## config.mk

```make
export PLATFORM = sky130hd
export DESIGN_NAME = fhkt_slot_store
export DESIGN_NICKNAME = d
export VERILOG_FILES = /design/src/hdl/assert_macros.svh /design/src/hdl/fhkt_pkg.sv /design/src/hdl/fhkt_slot_store.sv
export SDC_FILE = /design/constraint.sdc
export NUM_CORES = 2
export LEC_CHECK = 0
export BUFFER_PORTS_ARGS = -buffer_cell sky130_fd_sc_hd__buf_4
export CORE_MARGIN = 5
export CORE_UTILIZATION = 59
export CTS_BUF_LIST = sky130_fd_sc_hd__clkbuf_8
export DETAILED_ROUTE_END_ITERATION = 7
export PLACE_DENSITY = 0.76
export SLEW_MARGIN = 10
export SYNTH_ARGS = -nofsm -noshare
export SYNTH_HDL_FRONTEND = slang
export SYNTH_SLANG_ARGS = --single-unit
export TNS_END_PERCENT = 50
```

## constraint.sdc

```tcl
create_clock -name clk -period 1.4 [get_ports clk]
set_input_delay 0.07 -clock clk [delete_from_list [all_inputs] [get_ports clk]]
set_output_delay 0.07 -clock clk [all_outputs]
set_load 0.005 [all_outputs]
```

## src/hdl/assert_macros.svh

```systemverilog
// assertion helpers for fnv_hashed_key_table
// the including module provides clk and rst_n
`ifndef ASSERT_MACROS_SVH
`define ASSERT_MACROS_SVH

// same-cycle implication, checked outside reset
`define FHKT_ASSERT_NOW(label, ante, cons, msg) \
    label: assert property (@(posedge clk) disable iff (!rst_n) (ante) |-> (cons)) \
        else $error(msg);

// next-cycle implication, checked outside reset
`define FHKT_ASSERT_NEXT(label, ante, cons, msg) \
    label: assert property (@(posedge clk) disable iff (!rst_n) (ante) |=> (cons)) \
        else $error(msg);

`endif

```

## src/hdl/fhkt_pkg.sv

```systemverilog
package fhkt_pkg;

    localparam int ENTRIES = 64;
    localparam int IDX_W   = $clog2(ENTRIES);
    localparam int CNT_W   = $clog2(ENTRIES + 1);
    localparam int HASH_W  = 32;
    localparam int VALUE_W = 32;

    // operation codes
    localparam logic [2:0] OP_ADD    = 3'd0;
    localparam logic [2:0] OP_REMOVE = 3'd1;
    localparam logic [2:0] OP_GET    = 3'd2;
    localparam logic [2:0] OP_GETH   = 3'd3;
    localparam logic [2:0] OP_CLEAR  = 3'd4;

    // configuration register indexes
    localparam logic [1:0] REG_ENTRIES = 2'd0;
    localparam logic [1:0] REG_SEED    = 2'd1;
    localparam logic [1:0] REG_PRIME   = 2'd2;

    // update request from the sequencer to the slot store
    typedef struct packed {
        logic               set;        // fill slot idx
        logic               drop;       // empty slot idx
        logic               clear_all;  // empty slots below n_active
        logic [IDX_W-1:0]   idx;
        logic [HASH_W-1:0]  hash;
        logic [VALUE_W-1:0] value;
        logic               present;
        logic [CNT_W-1:0]   n_active;
    } slot_cmd_t;

endpackage

```

## src/hdl/fhkt_slot_store.sv

```systemverilog
module fhkt_slot_store (
    input  logic                       clk,
    input  logic                       rst_n,
    input  fhkt_pkg::slot_cmd_t        cmd,
    input  logic [fhkt_pkg::IDX_W-1:0] rd_idx,
    output logic [fhkt_pkg::HASH_W-1:0]  rd_hash,
    output logic [fhkt_pkg::VALUE_W-1:0] rd_value,
    output logic                       rd_occ,
    output logic                       rd_present
);
    import fhkt_pkg::*;

    logic [HASH_W-1:0]  slot_hash_mem  [ENTRIES];
    logic [VALUE_W-1:0] slot_value_mem [ENTRIES];
    logic [ENTRIES-1:0] occ_reg;
    logic [ENTRIES-1:0] present_reg;
    logic [HASH_W-1:0]  rd_hash_reg;
    logic [VALUE_W-1:0] rd_value_reg;
    logic               rd_occ_reg;
    logic               rd_present_reg;

    // occupancy and value-present flags, cleared at reset
    always_ff @(posedge clk or negedge rst_n)
    begin
        if (!rst_n)
        begin
            occ_reg     <= '0;
            present_reg <= '0;
        end
        else if (cmd.clear_all)
        begin
            for (int i = 0; i < ENTRIES; i++)
            begin
                if (CNT_W'(i) < cmd.n_active)
                begin
                    occ_reg[i]     <= 1'b0;
                    present_reg[i] <= 1'b0;
                end
            end
        end
        else if (cmd.set)
        begin
            occ_reg[cmd.idx]     <= 1'b1;
            present_reg[cmd.idx] <= cmd.present;
        end
        else if (cmd.drop)
        begin
            occ_reg[cmd.idx]     <= 1'b0;
            present_reg[cmd.idx] <= 1'b0;
        end
    end

    // slot memories, one write and one registered read per cycle
    always_ff @(posedge clk)
    begin
        if (cmd.set)
        begin
            slot_hash_mem[cmd.idx]  <= cmd.hash;
            slot_value_mem[cmd.idx] <= cmd.value;
        end
        rd_hash_reg    <= slot_hash_mem[rd_idx];
        rd_value_reg   <= slot_value_mem[rd_idx];
        rd_occ_reg     <= occ_reg[rd_idx];
        rd_present_reg <= present_reg[rd_idx];
    end

    assign rd_hash    = rd_hash_reg;
    assign rd_value   = rd_value_reg;
    assign rd_occ     = rd_occ_reg;
    assign rd_present = rd_present_reg;

endmodule
```

== After elaboration in Yosys (flattened, before gate mapping) ==
Memories as Yosys holds them, arrays and structs flattened. A register that Yosys moved wholly into a read port is not among the register bits.
Cells that the tools add are included.

* Muxes and demuxes: 79
* Order comparisons: 67
* Bitwise gates (word level): 4
* Reductions and logical operators: 66
* Equal/unequal tests: 64

{| class="wikitable"
|+ Operator list
! kind !! count
|-
| 64-bit two-way mux || 6
|-
| 6-bit by 7-bit less-than comparator with 1-bit output, first input constant || 32
|-
| 64-bit bitwise AND || 2
|-
| 2-bit by 1-bit != test with 1-bit output, second input constant || 64
|-
| 2-bit AND reduction || 64
|-
| 5-bit by 7-bit less-than comparator with 1-bit output, first input constant || 16
|-
| 1-bit two-way mux || 69
|-
| 64-bit bitwise mux || 1
|-
| 64-bit inverter || 1
|-
| 64-bit OR || 1
|-
| 4-bit by 7-bit less-than comparator with 1-bit output, first input constant || 8
|-
| 3-bit by 7-bit less-than comparator with 1-bit output, first input constant || 4
|-
| 1-bit by 7-bit less-than comparator with 1-bit output, first input constant || 2
|-
| 2-bit by 7-bit less-than comparator with 1-bit output, first input constant || 2
|-
| 6-bit by 7-bit less-than comparator with 1-bit output, second input constant || 2
|-
| 1-bit binary-select mux with 6-bit select || 2
|-
| 1-bit demux with 6-bit select || 1
|-
| 6-bit by 1-bit greater-or-equal comparator with 1-bit output, second input constant || 1
|-
| 3-bit nonzero test || 1
|-
| 1-bit logical AND || 1
|}

* Memories: 2
* Memory bits (writable): 4096
* Register bits after elaboration: 130
* Word-level logic and storage cells: 412
* Output and inout port bits: 66
* Bits of input ports: 89

{| class="wikitable"
|+ Memory list
! memory !! words !! width !! rd ports !! clocked after memory_dff !! write ports !! RTL line !! RTL
|-
| slot_hash_mem || 64 || 32 || 1 || 1 || 1 || fhkt_slot_store.sv:13 || <nowiki>logic [HASH_W-1:0] slot_hash_mem [ENTRIES];</nowiki>
|-
| slot_value_mem || 64 || 32 || 1 || 1 || 1 || fhkt_slot_store.sv:14 || <nowiki>logic [VALUE_W-1:0] slot_value_mem [ENTRIES];</nowiki>
|}

== Longest topological paths before layout ==
* Depth after elaboration: 9
* Gate-level depth with buffers: 9
* Gate-level depth less buffers: 5

== Least setup slack after synthesis ==
No wires, ideal clock.

* Kind: in2reg
* From: input cmd[80] in the netlist's numbering
* To: memory slot_hash_mem[61][0] (enable)
* Slack: -2883 ps
* Library setup time: 487 ps
* Stages: 5
* Buffers on the path: 3
* Data required time: 913 ps
* Arrival time: 3797 ps
* Cell sequence: clkbuf_1 -> clkbuf_1 -> buf_1 -> nand2_1 -> nor2_1

* Cells in the longest elaborated chain, start to end: 2

{| class="wikitable"
|+ RTL lines
! item !! RTL line !! RTL
|-
| start: declaration || fhkt_slot_store.sv:4 || <nowiki>input fhkt_pkg::slot_cmd_t cmd,</nowiki>
|-
| 1-bit two-way mux || fhkt_slot_store.sv:56 || <nowiki>if (cmd.set)</nowiki>
|-
| 1-bit two-way mux (implied by the code) || fhkt_slot_store.sv:58 || <nowiki>slot_hash_mem[cmd.idx] <= cmd.hash;</nowiki>
|-
| end: declaration || fhkt_slot_store.sv:13 ||
|}

Every way passes these cells.

== Final worst setup path ==
* From: input cmd[75] in the netlist's numbering
* To: memory slot_hash_mem[39][17] (enable)

No word-level cell before the write port.

==> results.json <==
{
  "outcome": "finished, violations left",
  "violations": "negative hold slack, negative setup slack",
  "drt_iter0_drc": 17336,
  "routedWlPerCell_um": 36.8,
  "period_share": 1.42,
  "ys_types": 55,
  "place_hpwl_um": 310000,
  "cts_buffer_depth": 4,
  "hp-start": "cmd[3]",
  "drive_gt1_frac": 0.374,
  "start_util": 0.592,
  "crit_path_top_delay_cell": "dlygate4sd3_1",
  "syn_to_final_growth_pct": 22.5,
  "final_nets": 9519,
  "grt_usage": 0.347,
  "cp_cell_sequence": "buf_4, dlygate4sd3_1, buf_4, nor3b_2, dlygate4sd3_1, nand2_2, clkinvlp_4, buf_12, buf_4",
  "synth-async-reset-ratio": 0.0298,
  "die_h_um": 537,
  "r2r_start": "slot_hash_mem[33][16]$_DFFE_PP_",
  "grt_pass1_wl_um": 703000,
  "gp_congestion": 0.938,
  "power_density_nw_per_um2": 1280,
  "firstDrtPassIters": 6,
  "synth_edf_count": 4096,
  "clock.fmax_mhz": 503,
  "holdWs_ps": -9.15,
  "synth_top_area_share": 0.751,
  "coreArea_um2": 276000,
  "synthFlopType": "edfxtp_1",
  "cts-root-buf": "clkbuf_8",
  "fin_ws_ps": -588,
  "finalPower_mw": 258,
  "worstSetupPathType": "input port to flop",
  "die-area_um2": 288000,
  "yosys-top-cells-area": "edfxtp_1, mux4_2, dfrtp_1",
  "finalSetupViolCount": 3287,
  "ir_drop_mv": 1.38,
  "vias_per_cell": 6.96,
  "worstRegToRegCells": 4,
  "rsz0062_at_grt": "true",
  "vias": 95247,
  "synth_area_per_cell_um2": 21.7,
  "drt-total-wl_um": 504000,
  "ant_nets": 0,
  "drc_errors": 0,
  "yosys_warnings": 0,
  "h-tree-depth": 6,
  "grt_max_degree": 73,
  "cp-end-kind": "flop",
  "reg.largest.list": "slot_hash_mem: 2048 flops, slot_value_mem: 2048 flops",
  "hold_depth": 6,
  "globalRouteOverflowTotal": 0,
  "clock-skew-final_ps": 71.7,
  "netlist_area_um2": 164000,
  "seq_area_frac_synth": 0.779,
  "startpoint": "cmd[75]",
  "antenna_found_initial": 13,
  "cts.sinks": 4290,
  "slowest_delay_ps": 840,
  "synth_seq_cells": 4290,
  "p_leak_nw": 66.5,
  "io_buffer_count": 154,
  "grt_pass1_vias": 95050,
  "clock_latency_ps": 1250,
  "synth_fp_nets": 7629,
  "cp.required_ps": 2280,
  "slew_headroom": 0.256,
  "worst_pin_slew_ps": 1120,
  "min_path_type": "input port to flop",
  "critPathArrivalTime_ps": 2870,
  "hold_viol": 2,
  "io_pins": 155,
  "worstSetupStartpointType": "input port",
  "die_x_um": 537,
  "rows": 193,
  "cts_tree": "yes",
  "path_clk_slew_ps": 60,
  "yosysTopAreaCell": "edfxtp_1",
  "slew_viol_final": 0,
  "max_cap_viol_count": 0,
  "syn_inst": 7540,
  "cts_buffers": 655,
  "cp_common_cell": "buf_4",
  "crit_path_max_fanout": 12,
  "fin_crit_ps": 1990
}
## layer usage
| metal | routed length (um) | up-vias | global-route usage | share of wire |
|---|---|---|---|---|
| li1 | - | 36115 | - | - |
| met1 | 168000 | 48681 | 0.479 | 0.33 |
| met2 | 235000 | 8942 | 0.531 | 0.47 |
| met3 | 73400 | 1503 | 0.0957 | 0.15 |
| met4 | 27500 | 6 | 0.150 | 0.055 |
| met5 | 37 | - | 0 | 0.000073 |
## cells in the mapped netlist, types with 7 or more instances
library cell / n
a22oi_1: 167
inv_1: 10
nor3_1: 7
a22o_1: 43
a31oi_1: 9
and3_1: 69
nand3_1: 147
nand2_1: 312
dfxtp_1: 66
edfxtp_1: 4096
or2_2: 7
nor2_1: 107
buf_4: 34
a21oi_1: 51
o31ai_1: 29
nor2b_1: 75
buf_2: 128
dfrtp_1: 128
a211oi_1: 64
mux2i_1: 7
nand4_1: 132
o221ai_1: 129
mux4_2: 1056
o21ai_0: 141
o22ai_1: 135
clkbuf_1: 228
nand2b_1: 10
buf_1: 45
nand3b_1: 7
buf_6: 29
## critical path: cells and delay by family
| family | cells | cell delay, ps |
|---|---|---|
| buffers and inverters | 7 | 2480 |
| AND/OR/NAND/NOR | 2 | 270 |
## kinds of logic after synthesis
group / after synthesis / synth area share
flip-flops: 4290 / 0.779
multiplexers: 1063 / 0.146
AND/OR/NAND/NOR: 907 / 0.0274
AO/OA/AOI/OAI: 805 / 0.0343
buffers and inverters: 475 / 0.0140
## placed cells by master, fill, tap and decap left out, types with 70 or more instances in the layout
cell type,instances
a22oi_1,152
buf_12,498
buf_4,902
buf_6,70
clkbuf_8,675
clkinv_1,151
dfrtp_1,128
dlygate4sd3_1,211
edfxtp_1,4096
inv_1,245
mux4_2,1056
nand2_1,295
nand3_1,147
nand4_1,132
o21ai_0,135
o221ai_1,83
o22ai_1,76
## through the flow
stage	util	TNS, ps	area [um2]	std cells	worst slack (ps)
2_1_floorplan	-	-2827040	165000	7540	-768
3_3_place_gp	0.665	-1593520	184000	12234	-946
3_5_place_dp	0.665	-1653620	184000	12234	-1030
4_1_cts	0.722	-151240	200000	13658	-543
5_1_grt	0.726	-441910	201000	13676	-506
6_report	0.726	-672360	201000	13681	-588
## cell type report
cell class                      instances  area, um2
Antenna cell                           11       27.5
Clock buffer                          674       9280
Clock inverter                        518       2960
Fill cell                           14456      75900
Inverter                               11       63.8
Multi-Input combinational cell       2775      36000
Sequential cell                      4290     128000
Tap cell                             3705       4640
Timing Repair Buffer                 1697      19900
## path summary, 6_finish.rpt
path | to | slack [ps]
setup / recovery | slot_hash_mem[39][17]$_DFFE_PP_ | -590
hold / removal | present_reg[7]$_DFFE_PN0P_ | -9
setup reg to reg | rd_hash[16]$_DFF_P_ | -380
hold reg to reg | occ_reg[31]$_DFFE_PN0P_ | 490
max in group asynchronous | present_reg[40]$_DFFE_PN0P_ | 390
min in group asynchronous | occ_reg[17]$_DFFE_PN0P_ | 580
## report_power, final
part | switching, mW | internal [mW] | leakage, nW
Clock | 50.0 | 48.2 | 7.13
Combinational | 9.48 | 7.47 | 20.2
Sequential | 0.705 | 142 | 39.2
## timing repair
| action | in CTS | in global routing |
|---|---|---|
| setup endpoints to repair | 132 | 2594 |
| cloned | 0 | 3 |
| setup buffers | 0 | 12 |
| pin swaps | 85 | 93 |
| endpoints found under the hold margin | 7529 | 1551 |
| resized for setup | 272 | 164 |
| hold buffers | 234 | 9 |
No activity file was read; power rests on OpenSTA's default activity.
